**config.mk**
```make
export PLATFORM = sky130hd
export DESIGN_NAME = wall_follower_maze_walker
export DESIGN_NICKNAME = d
export VERILOG_FILES = /design/src/hw/rtl/wfm_pkg.sv /design/src/hw/rtl/wfm_map_mem.sv /design/src/hw/rtl/wfm_nbr_unit.sv /design/src/hw/rtl/wall_follower_maze_walker.sv
export SDC_FILE = /design/constraint.sdc
export NUM_CORES = 2
export LEC_CHECK = 0
export BUFFER_PORTS_ARGS = -buffer_cell sky130_fd_sc_hd__buf_2
export CORE_MARGIN = 2
export CORE_UTILIZATION = 30
export CTS_BUF_LIST = sky130_fd_sc_hd__clkbuf_8
export DETAILED_ROUTE_END_ITERATION = 6
export GPL_ROUTABILITY_DRIVEN = 1
export SLEW_MARGIN = 20
export SYNTH_ARGS = -nofsm -noshare
export SYNTH_HDL_FRONTEND = slang
export SYNTH_SLANG_ARGS = --single-unit
```
**constraint.sdc**
```tcl
create_clock -name clk -period 20.2 [get_ports clk]
set_clock_uncertainty 0.1 [all_clocks]
set_input_delay 5.05 -clock clk [delete_from_list [all_inputs] [get_ports clk]]
set_output_delay 5.05 -clock clk [all_outputs]
set_load 0.02 [all_outputs]
```
**src/hw/rtl/wfm_pkg.sv**
```systemverilog
// Shared types, constants and helper functions for the wall follower maze walker.
// Used by every module under hw/rtl; depends on nothing else.
package wfm_pkg;

  localparam int GRID_ROWS = 32;
  localparam int GRID_COLS = 32;
  localparam int STEP_BITS = 16;

  localparam int POS_BITS = 5;
  localparam int HEAD_BITS = 2;
  localparam int OUT_STEP_BITS = 16;
  localparam int CFG_INDEX_BITS = 3;
  localparam int CFG_DATA_BITS = 5;

  localparam int MAP_DEPTH = GRID_ROWS * GRID_COLS;
  localparam int ADDR_BITS = $clog2(MAP_DEPTH);

  // Positions are five bits wide, so the reachable grid is capped at 32.
  localparam int ROW_LIM = (GRID_ROWS < 32) ? GRID_ROWS : 32;
  localparam int COL_LIM = (GRID_COLS < 32) ? GRID_COLS : 32;

  typedef enum logic [1:0] {
    ACT_WRITE   = 2'd0,
    ACT_STEP    = 2'd1,
    ACT_RESTART = 2'd2
  } action_t;

  typedef enum logic [CFG_INDEX_BITS-1:0] {
    CFG_START_X       = 3'd0,
    CFG_START_Y       = 3'd1,
    CFG_START_HEADING = 3'd2,
    CFG_EXIT_X        = 3'd3,
    CFG_EXIT_Y        = 3'd4
  } cfg_index_t;

  typedef enum logic [2:0] {
    S_CLEAR,
    S_IDLE,
    S_WRITE,
    S_RESTART,
    S_PROBE,
    S_TEST,
    S_FINISH,
    S_HOLD
  } state_t;

  typedef struct packed {
    logic [1:0]          action;
    logic [POS_BITS-1:0] cell_row;
    logic [POS_BITS-1:0] cell_col;
    logic                cell_wall;
  } in_t;

  typedef struct packed {
    logic [POS_BITS-1:0]      pos_x;
    logic [POS_BITS-1:0]      pos_y;
    logic [HEAD_BITS-1:0]     heading;
    logic [OUT_STEP_BITS-1:0] step_count;
    logic                     moved;
    logic                     at_exit;
  } out_t;

  // One probed neighbour: its coordinates, whether it lies on the grid, and
  // its map address.
  typedef struct packed {
    logic [POS_BITS-1:0]  x;
    logic [POS_BITS-1:0]  y;
    logic                 in_range;
    logic [ADDR_BITS-1:0] addr;
  } nbr_t;

  function automatic logic [ADDR_BITS-1:0] cell_addr(input logic [POS_BITS-1:0] row,
                                                     input logic [POS_BITS-1:0] col);
    return ADDR_BITS'(int'(row) * GRID_COLS + int'(col));
  endfunction

  // Probe order as turns from the heading: right, ahead, left, behind.
  function automatic logic [HEAD_BITS-1:0] turn_dir(input logic [HEAD_BITS-1:0] head,
                                                    input logic [1:0]           try_k);
    logic [HEAD_BITS-1:0] dir;
    unique case (try_k)
      2'd0: dir = head + 2'd1;
      2'd1: dir = head;
      2'd2: dir = head + 2'd3;
      2'd3: dir = head + 2'd2;
      default: dir = head;
    endcase
    return dir;
  endfunction

endpackage

```
**src/hw/rtl/wfm_map_mem.sv**
```systemverilog
// Single-port wall map memory, one bit per grid cell, with registered read data.
// Depends on wfm_pkg for the depth and address width.
module wfm_map_mem
  import wfm_pkg::*;
(
  input  logic                 clk,
  input  logic                 we,
  input  logic [ADDR_BITS-1:0] addr,
  input  logic                 wdata,
  output logic                 rdata
);

  logic mem [MAP_DEPTH];

  always_ff @(posedge clk) begin
    if (we) begin
      mem[addr] <= wdata;
    end
    rdata <= mem[addr];
  end

endmodule

```
**src/hw/rtl/wfm_nbr_unit.sv**
```systemverilog
// Shared neighbour unit: steps one cell from the current position in a given
// direction, checks the grid bounds and forms the map address. Depends on wfm_pkg.
module wfm_nbr_unit
  import wfm_pkg::*;
(
  input  logic [POS_BITS-1:0]  cur_x,
  input  logic [POS_BITS-1:0]  cur_y,
  input  logic [HEAD_BITS-1:0] dir,
  output nbr_t                 nbr
);

  localparam logic [POS_BITS+1:0] PLUS_ONE  = (POS_BITS+2)'(1);
  localparam logic [POS_BITS+1:0] MINUS_ONE = '1;
  localparam logic [POS_BITS+1:0] ZERO      = '0;
  localparam logic [POS_BITS+1:0] ROW_END   = (POS_BITS+2)'(ROW_LIM);
  localparam logic [POS_BITS+1:0] COL_END   = (POS_BITS+2)'(COL_LIM);

  logic [POS_BITS+1:0] dx;
  logic [POS_BITS+1:0] dy;
  logic [POS_BITS+1:0] nx;
  logic [POS_BITS+1:0] ny;

  always_comb begin
    unique case (dir)
      2'd0: begin dx = ZERO;      dy = MINUS_ONE; end
      2'd1: begin dx = PLUS_ONE;  dy = ZERO;      end
      2'd2: begin dx = ZERO;      dy = PLUS_ONE;  end
      2'd3: begin dx = MINUS_ONE; dy = ZERO;      end
      default: begin dx = ZERO;   dy = ZERO;      end
    endcase
  end

  // Two guard bits: the top one flags a step below zero.
  assign nx = {2'b00, cur_x} + dx;
  assign ny = {2'b00, cur_y} + dy;

  assign nbr.x        = nx[POS_BITS-1:0];
  assign nbr.y        = ny[POS_BITS-1:0];
  assign nbr.in_range = !nx[POS_BITS+1] && !ny[POS_BITS+1] && (nx < COL_END) && (ny < ROW_END);
  assign nbr.addr     = cell_addr(ny[POS_BITS-1:0], nx[POS_BITS-1:0]);

endmodule

```
**src/hw/rtl/wall_follower_maze_walker.sv**
```systemverilog
// Top level of the right-hand wall follower: sequencer, walker state, config
// registers and output register. Depends on wfm_pkg, wfm_map_mem and wfm_nbr_unit.
//
//   channel  signals                          direction
//   in       in_valid, in_ready, in_data      item in (in_t)
//   out      out_valid, out_ready, out_data   result out (out_t)
//   cfg      cfg_we, cfg_index, cfg_data      register write, no wait
//
// Each accepted item runs through the sequencer to S_FINISH: a map write or restart
// by way of S_WRITE or S_RESTART, an ignored item or a step after the walk is
// finished directly. A step tries up to four probes in turn: a probe on the grid
// puts its address on the single map port in S_PROBE and reads the registered data
// in S_TEST, and an off-grid neighbour skips S_TEST. After reset a clearing pass sets
// all MAP_DEPTH (1024) cells to road; no item is accepted meanwhile. A result waiting
// on out_ready holds the sequencer in S_HOLD and blocks the next item.
module wall_follower_maze_walker
  import wfm_pkg::*;
(
  input  logic                      clk,
  input  logic                      rst,
  input  logic                      in_valid,
  output logic                      in_ready,
  input  in_t                       in_data,
  output logic                      out_valid,
  input  logic                      out_ready,
  output out_t                      out_data,
  input  logic                      cfg_we,
  input  logic [CFG_INDEX_BITS-1:0] cfg_index,
  input  logic [CFG_DATA_BITS-1:0]  cfg_data
);

  state_t state;
  state_t state_next;

  logic [POS_BITS-1:0]  start_x;
  logic [POS_BITS-1:0]  start_y;
  logic [HEAD_BITS-1:0] start_heading;
  logic [POS_BITS-1:0]  exit_x;
  logic [POS_BITS-1:0]  exit_y;

  logic [POS_BITS-1:0]  cur_x;
  logic [POS_BITS-1:0]  cur_y;
  logic [HEAD_BITS-1:0] cur_heading;
  logic [STEP_BITS-1:0] steps;
  logic                 finished;
  logic                 moved;
  logic [1:0]           try_k;
  logic [ADDR_BITS-1:0] clr_addr;
  in_t                  item;

  logic                 accept;
  logic                 clr_last;
  logic                 write_ok;
  logic                 out_free;
  logic [HEAD_BITS-1:0] try_dir;
  nbr_t                 nbr;

  logic                 mem_we;
  logic [ADDR_BITS-1:0] mem_addr;
  logic                 mem_wdata;
  logic                 mem_rdata;

  logic                 commit;
  logic                 take;
  logic                 try_inc;
  logic                 load_out;

  logic [POS_BITS-1:0]  new_x;
  logic [POS_BITS-1:0]  new_y;
  logic [31:0]          steps_wide;

  assign accept   = in_valid && in_ready;
  assign clr_last = (clr_addr == ADDR_BITS'(MAP_DEPTH - 1));
  assign write_ok = (int'(item.cell_row) < GRID_ROWS) && (int'(item.cell_col) < GRID_COLS);
  assign out_free = !out_valid || out_ready;
  assign try_dir  = turn_dir(cur_heading, try_k);

  wfm_nbr_unit u_nbr (
    .cur_x (cur_x),
    .cur_y (cur_y),
    .dir   (try_dir),
    .nbr   (nbr)
  );

  wfm_map_mem u_map (
    .clk   (clk),
    .we    (mem_we),
    .addr  (mem_addr),
    .wdata (mem_wdata),
    .rdata (mem_rdata)
  );

  // Next state.
  always_comb begin
    state_next = state;
    unique case (state)
      S_CLEAR: begin
        if (clr_last) state_next = S_IDLE;
      end
      S_IDLE: begin
        if (accept) begin
          unique case (in_data.action)
            ACT_WRITE:   state_next = S_WRITE;
            ACT_STEP:    state_next = finished ? S_FINISH : S_PROBE;
            ACT_RESTART: state_next = S_RESTART;
            default:     state_next = S_FINISH;
          endcase
        end
      end
      S_WRITE, S_RESTART: state_next = S_FINISH;
      S_PROBE: begin
        if (nbr.in_range) state_next = S_TEST;
        else if (try_k == 2'd3) state_next = S_FINISH;
      end
      S_TEST: begin
        if (!mem_rdata || try_k == 2'd3) state_next = S_FINISH;
        else state_next = S_PROBE;
      end
      S_FINISH: begin
        if (out_free) state_next = S_IDLE;
        else state_next = S_HOLD;
      end
      S_HOLD: begin
        if (out_free) state_next = S_IDLE;
      end
      default: state_next = S_CLEAR;
    endcase
  end

  // Control outputs of the sequencer.
  always_comb begin
    in_ready  = 1'b0;
    mem_we    = 1'b0;
    mem_addr  = nbr.addr;
    mem_wdata = 1'b0;
    commit    = 1'b0;
    take      = 1'b0;
    try_inc   = 1'b0;
    load_out  = 1'b0;
    unique case (state)
      S_CLEAR: begin
        mem_we   = 1'b1;
        mem_addr = clr_addr;
      end
      S_IDLE: in_ready = 1'b1;
      S_WRITE: begin
        mem_we    = write_ok;
        mem_addr  = cell_addr(item.cell_row, item.cell_col);
        mem_wdata = item.cell_wall;
      end
      S_RESTART: ;
      S_PROBE: begin
        // An off-grid neighbour is a wall without reading the map.
        if (!nbr.in_range) begin
          if (try_k == 2'd3) commit = 1'b1;
          else try_inc = 1'b1;
        end
      end
      S_TEST: begin
        if (!mem_rdata) begin
          commit = 1'b1;
          take   = 1'b1;
        end else if (try_k == 2'd3) begin
          commit = 1'b1;
        end else begin
          try_inc = 1'b1;
        end
      end
      S_FINISH, S_HOLD: load_out = out_free;
      default: ;
    endcase
  end

  assign new_x = take ? nbr.x : cur_x;
  assign new_y = take ? nbr.y : cur_y;

  always_ff @(posedge clk) begin
    if (rst) begin
      state         <= S_CLEAR;
      clr_addr      <= '0;
      start_x       <= '0;
      start_y       <= '0;
      start_heading <= '0;
      exit_x        <= '0;
      exit_y        <= '0;
      cur_x         <= '0;
      cur_y         <= '0;
      cur_heading   <= '0;
      steps         <= '0;
      finished      <= 1'b0;
      moved         <= 1'b0;
      try_k         <= '0;
      out_valid     <= 1'b0;
    end else begin
      state <= state_next;

      if (state == S_CLEAR) clr_addr <= clr_addr + ADDR_BITS'(1);

      if (cfg_we) begin
        unique case (cfg_index)
          CFG_START_X:       start_x       <= cfg_data;
          CFG_START_Y:       start_y       <= cfg_data;
          CFG_START_HEADING: start_heading <= cfg_data[HEAD_BITS-1:0];
          CFG_EXIT_X:        exit_x        <= cfg_data;
          CFG_EXIT_Y:        exit_y        <= cfg_data;
          default: ;
        endcase
      end

      if (accept) begin
        item  <= in_data;
        moved <= 1'b0;
        try_k <= '0;
      end else if (try_inc) begin
        try_k <= try_k + 2'd1;
      end

      if (state == S_RESTART) begin
        cur_x       <= start_x;
        cur_y       <= start_y;
        cur_heading <= start_heading;
        steps       <= '0;
        finished    <= 1'b0;
      end else if (commit) begin
        cur_x <= new_x;
        cur_y <= new_y;
        if (take) begin
          cur_heading <= try_dir;
          moved       <= 1'b1;
        end
        if (steps != '1) steps <= steps + STEP_BITS'(1);
        if (new_x == exit_x && new_y == exit_y) finished <= 1'b1;
      end

      if (load_out) out_valid <= 1'b1;
      else if (out_ready) out_valid <= 1'b0;
    end
  end

  assign steps_wide = 32'(steps);

  always_ff @(posedge clk) begin
    if (load_out) begin
      out_data.pos_x      <= cur_x;
      out_data.pos_y      <= cur_y;
      out_data.heading    <= cur_heading;
      out_data.step_count <= (steps_wide > 32'h0000_FFFF) ? '1 : steps_wide[OUT_STEP_BITS-1:0];
      out_data.moved      <= moved;
      out_data.at_exit    <= finished;
    end
  end

`ifndef SYNTHESIS
  // The fourth probe is the last one: the sequencer never returns to probing.
  a_probe_ends: assert property (@(posedge clk) disable iff (rst)
    (state == S_TEST && try_k == 2'd3) |=> (state == S_FINISH))
    else $error("step went on probing after the last direction");

  // Once finished, only a restart clears the walk.
  a_finish_sticky: assert property (@(posedge clk) disable iff (rst)
    (finished && state != S_RESTART) |=> finished)
    else $error("finished flag dropped without a restart");

  // A transaction that reports a move must carry a nonzero step count.
  a_moved_counts: assert property (@(posedge clk) disable iff (rst)
    (out_valid && out_data.moved) |-> (out_data.step_count != '0))
    else $error("move reported with a zero step count");
`endif

endmodule

```
After elaboration in Yosys (flattened, before gate mapping) --
Memories as Yosys holds them, arrays and structs flattened. A register that Yosys moved wholly into a read port is not among the register bits. Index checks and enable logic that the tools add are counted.
Storage, ports and cells: register bits 109, bits in writable memories 1024, input bits 26, output and inout port bits 32, logic and storage cells 147, memories kept 1
Cells by class: add/sub/neg operators 10, magnitude comparators 3, equal/unequal tests 27, muxes and demuxes 45, bitwise operators 1, reductions and logical operators 36
Memories:
- u_map.mem | words 1024, bits a word 1, rd ports 1, clocked after memory_dff 1, wr ports 1, RTL line wfm_map_mem.sv:13 | logic mem [MAP_DEPTH];
Operators with widths (count):
- $pmux W7 S3 | 2
- $mux W5 | 6
- $pmux W3 S7 | 1
- $add A10 B5 Y10 | 2
- $mux W1 | 20
- $pmux W10 S2 | 1
- $mux W3 | 6
- $reduce_and A2 Y1 | 9
- $add A16 B1 Y16 const B | 1
- $gt A16 B16 Y1 const B | 1
- $ne A16 B16 Y1 const B | 1
- $eq A3 B3 Y1 const B | 5
- $add A5 B7 Y7 | 2
- $lt A7 B6 Y1 const B | 2
- $reduce_or A2 Y1 | 7
- $eq A3 B2 Y1 const B | 4
- $add A10 B1 Y10 const B | 1
- $eq A10 B10 Y1 const B | 1
- $eq A2 B2 Y1 const B | 5
- $eq A5 B5 Y1 | 2
- $mux W2 | 5
- $pmux W3 S3 | 1
- $pmux W2 S4 | 1
- $eq A2 B1 Y1 const B | 3
- other kinds (14) | 33

Logic depth before layout (Yosys ltp) --
word-level depth 14, depth in mapped cells 21, depth with buffers taken out 17

Modules after synthesis --
A second synthesis with hierarchy kept.
Second synthesis, totals: cell total of the unflattened synthesis 3876, area, all modules 49478.7 um2
Modules (own cells, without submodules):
- wfm_map_mem | times used 1, cells an instance 3369, area each 44337.5 um2, seq. area each 30769.5 um2
- wall_follower_maze_walker | times used 1, cells an instance 453, area each 4745.8 um2, seq. area each 2592.5 um2
- wfm_nbr_unit | times used 1, cells an instance 54, area each 395.4 um2, seq. area each 0.0 um2

Worst setup path after synthesis --
Ideal clock, no wire load.
kind reg-to-reg, start point register state[0], end point memory u_map.mem[0], data pin, library setup time 2899 ps, arrival time 14496 ps, required time 17201 ps, path slack 2706 ps, cell stages (with the launch flop) 7, buffers on the path 4, period minus slack after synthesis 17494 ps, cell sequence dfxtp_1 > nor2_1 > buf_2 > buf_1 > clkbuf_1 > clkbuf_1 > and3_1
On the way: longest elaborated chain between the ends 2
Ends and longest elaborated chain:
- start: declaration | RTL line wall_follower_maze_walker.sv:32 | state_t state;
- start signal: assignment | RTL line wall_follower_maze_walker.sv:195 | state <= state_next;
- $eq A3 B2 Y1 | RTL line wall_follower_maze_walker.sv:140 | unique case (state)
- $mux W1 | RTL line wall_follower_maze_walker.sv:140
- net mem_wdata | RTL line wall_follower_maze_walker.sv:60 | logic mem_wdata;
- end: declaration | RTL line wfm_map_mem.sv:13
The timed path passes the listed nets, and every way through them passes these cells.

Final worst setup path --
start point register state[1], end point output port in_ready
On the way: longest elaborated chain between the ends 2
Ends and longest elaborated chain:
- $eq A3 B1 Y1 | RTL line wall_follower_maze_walker.sv:140
- $mux W1 | RTL line wall_follower_maze_walker.sv:140
- end: declaration | RTL line wall_follower_maze_walker.sv:22 | output logic in_ready,
No other way between the ends.

==> key figures <==
Drt
  – Met3 Routed Length: between 10000 and 15000 um
  – Post-route ant nets: 0
  – Starting DRT DRC Count: ~3600
  – Metal-1 WL: between 50000 and 60000 um
  – DR vias: around 30000
  – DR pass1 iterations: 6
  – WL met2: between 60000 and 70000 um
  – Final WL: approximately 130000 um
  – Vias/cell: a little over 5
  – Drc violations: 0
  – Avg WL per Cell: approximately 23 um
  – Max layer used: met4

STA
  – Endpoints failing setup: 0
  – Post-route minimum period: approximately 7 ns
  – Hold Fails Final Rpt: 0
  – Tightest Pin Transition: approximately 1.2 ns
  – Slew headroom: approximately a fifth
  – Slew Limit Fails: 0
  – Part of the cycle the worst path needs: between 30 and 40%
  – Setup tns final: 0 ns
  – Highest clock rate: 139 MHz
  – RSZ-0062 raised after global routing: false

Power and ir drop
  – Worst VDD drop: between 150 and 200 uV
  – Sequential Power Share: between 30% and 40%
  – Pwr/cell area: 134 nW/um2
  – Clock power share: 24.4%
  – Internal power: around 4.5 mW
  – P_leak: 16.1 nW
  – Switching share of total power: between 30% and 40%
  – Logic pwr share: approximately two fifths
  – Pwr Total: around 7.4 mW
  – Switching power: between 2 and 3 mW

Synthesis
  – Post-synth EDFFs: between 1000 and 1500
  – Mapped Cells: 3601
  – Post-Synthesis Cell Area: 49300 um2
  – Ys async rst share: 0%
  – Yosys top cell by area: edfxtp_1
  – Top FF cell, synth: edfxtp_1
  – Synth top area share: about two thirds
  – Area contributors post-synth: edfxtp_1 65%, mux4_2 12%, nor2_1 8.4%
  – Mean post-synth cell area: approximately 14 um2
  – Seq cells post-synth: approximately 1100
  – Yosys Warn Count: 0
  – Syn_nets: between 3000 and 4000
  – Sequential area share after synthesis: 67.6%
  – Cell variety after synth: 66

GRT
  – Global-route wire length before repair: ~200000 um
  – Vias in the first global route: approximately 30000
  – GRT Total Usage: 15.7%
  – Largest net degree at the start of global routing: around 300
  – Antenna violations before repair: 3
  – Gr ovfl total: 0

CTS
  – CTS clk-pin slew, worst paths: about 0.060 ns
  – Setup bufs post-CTS: 0
  – Skew-Pair Late Insertion Delay: ~0.87 ns
  – Worst-case clock buffer depth: 3
  – CTS-repair resized insts: 0
  – Cts hold-fix bufs: 0
  – CTS root buf: clkbuf_8
  – H-tree depth: 4
  – Num CTS Buffers: ~180
  – TritonCTS clock tree: built
  – Clk sinks: between 1000 and 1500

Critical path
  – Crit-path cells: buf_4 > nor2_1 > and2_1 > buf_2
  – Crit path kind: flip-flop to output port
  – Largest fanout on the critical path: 30
  – Worst Setup Start Kind: flip-flop
  – Critical path data required time: approximately 15 ns
  – Buf+Inv Stages, Crit Path: 2
  – CP max stage cell: buf_4
  – Slowest cell delay on critical path: ~0.33 ns
  – Crit. End Element: output port
  – CP arrival: 2.04 ns
  – Cell family with most CP delay: buffers and inverters

Die
  – Io pins: between 50 and 60
  – Die Area: about 170000 um2
  – Die H: between 400 and 500 um
  – Row count: between 100 and 150
  – Die Wd: about 410 um
  – Core box area: between 150000 and 200000 um2
  – Initial Util: 30.3%

Cells and area
  – # nets final: 3638
  – Multi-input logic area: approximately 15000 um2
  – Register area: 33400 um2
  – Layout cells sized above 1: a little under a fifth
  – Non-Filler Instances: 5905
  – Final-layout fill cell count: 16000
  – Layout Area Growth over Synthesis: 11.7%
  – Layout Utilization: 33.8%

Placement
  – Post-DP HPWL: slightly above 70000 um
  – PortBufs: 57
  – Cell total after placement: approximately 5600
  – Placer congestion estimate: around 0.81

Hold path
  – Hold Path Class: flip-flop to flip-flop

Flow run
  – Max-cap violations: 0

Outcome
  – Outcome: finished clean
==> cells in the final DEF, fill, tap and decap left out, types with 22 or more instances in the layout <==
cell and instances:
clkbuf_8 188, a2111oi_0 25, buf_2 57, a21oi_1 58
mux2i_1 98, nand2_2 46, nor2_1 1100, mux4_2 256
xnor2_1 22, nand2_1 233, xor2_1 26, dfxtp_1 69
clkinv_1 31, edfxtp_1 1065, buf_4 61, inv_1 81
nor3_1 91
==> registers in the layout, summed over array words and instances, names as in the netlist, 2 cells and up <==
signal,flops
u_map.mem,1024
out_data,30
steps,16
item,11
clr_addr,10
cur_x,5
cur_y,5
exit_x,5
exit_y,5
start_x,5
start_y,5
state,3
cur_heading,2
start_heading,2
try_k,2
==> cell type report <==
type                            count  share of cell area (%)
Tap cell                         2175                    4.94
Clock buffer                      188                    4.69
Inverter                           14                  0.0953
Multi-Input combinational cell   2142                    26.9
Sequential cell                  1134                    60.5
Antenna cell                        4                  0.0182
Clock inverter                    121                    1.08
Timing Repair Buffer              127                    1.70
==> power by group through the flow <==
stage / logic (mW) / clock network [mW] / registers, mW
finish: 2.89 / 1.79 / 2.68
global route: 3.06 / 1.92 / 2.68
CTS: 2.87 / 1.83 / 2.68
detailed placement: 2.86 / 0 / 2.73
global placement: 2.85 / 0 / 2.73
floorplan: 1.94 / 0 / 2.82
==> kinds of logic after synthesis <==
logic type | count (synthesis) | share of synthesized area [%]
AOI/OAI and AO/OA | 159 | 2.18
xor gates and xnor gates | 48 | 0.852
adders and majority gates | 11 | 0.279
buffers and inverters | 325 | 2.70
DFF | 1134 | 67.6
muxes | 355 | 13.7
and+or+nand+nor | 1569 | 12.7
==> metrics by stage <==
step	hold slack [ns]	worst slack [ns]	instance area, um2
floorplan	0.306	2.71	49300
global placement	0.324	13.23	51800
detailed placement	0.343	13.27	51800
CTS	0.350	12.94	55000
global route	0.361	12.89	55100
finish	0.346	13.01	55100
==> path summary, 6_finish.rpt <==
path / from / to / slack, ns / cells after the start
setup / recovery: state[1] / in_ready / 13.01 / 4
hold / removal: moved / out_data[1] / 0.35 / 0
setup reg to reg: try_k[0] / u_map.rdata / 13.62 / 18
hold reg to reg: moved / out_data[1] / 0.35 / 0
==> synthesized netlist by cell type (2+ instances only) <==
cell type  number
a2111oi_0      25
a211oi_1       16
a21o_1          3
a21oi_1        58
a22oi_1         4
a311oi_1        2
and3_1          6
buf_1          49
buf_2          77
buf_4           2
clkbuf_1      182
dfxtp_1        69
edfxtp_1     1065
ha_1           11
inv_1          14
mux2i_1        98
mux4_2        256
nand2_1       279
nand2b_1       10
nand3_1        22
nand3_2         2
nand3b_1        2
nand4_1        19
nand4b_1        2
nor2_1       1104
nor2_2          3
nor3_1         91
nor4_1          6
nor4bb_1        2
o21a_1          3
o21ai_0        14
o21ai_1         4
o22ai_1         9
o31a_1          2
o31ai_1         3
or2_1           2
or2_2           4
or3_1           7
xnor2_1        22
xor2_1         26
==> metal layers <==
metal  vias to the layer above  track usage, %
met5                         -               0
met4                         0            5.31
met3                       248            2.78
met2                      1284            25.7
met1                     15700            21.0
li1                      13100               -
Note: power is estimated with default switching activity, not from simulation.
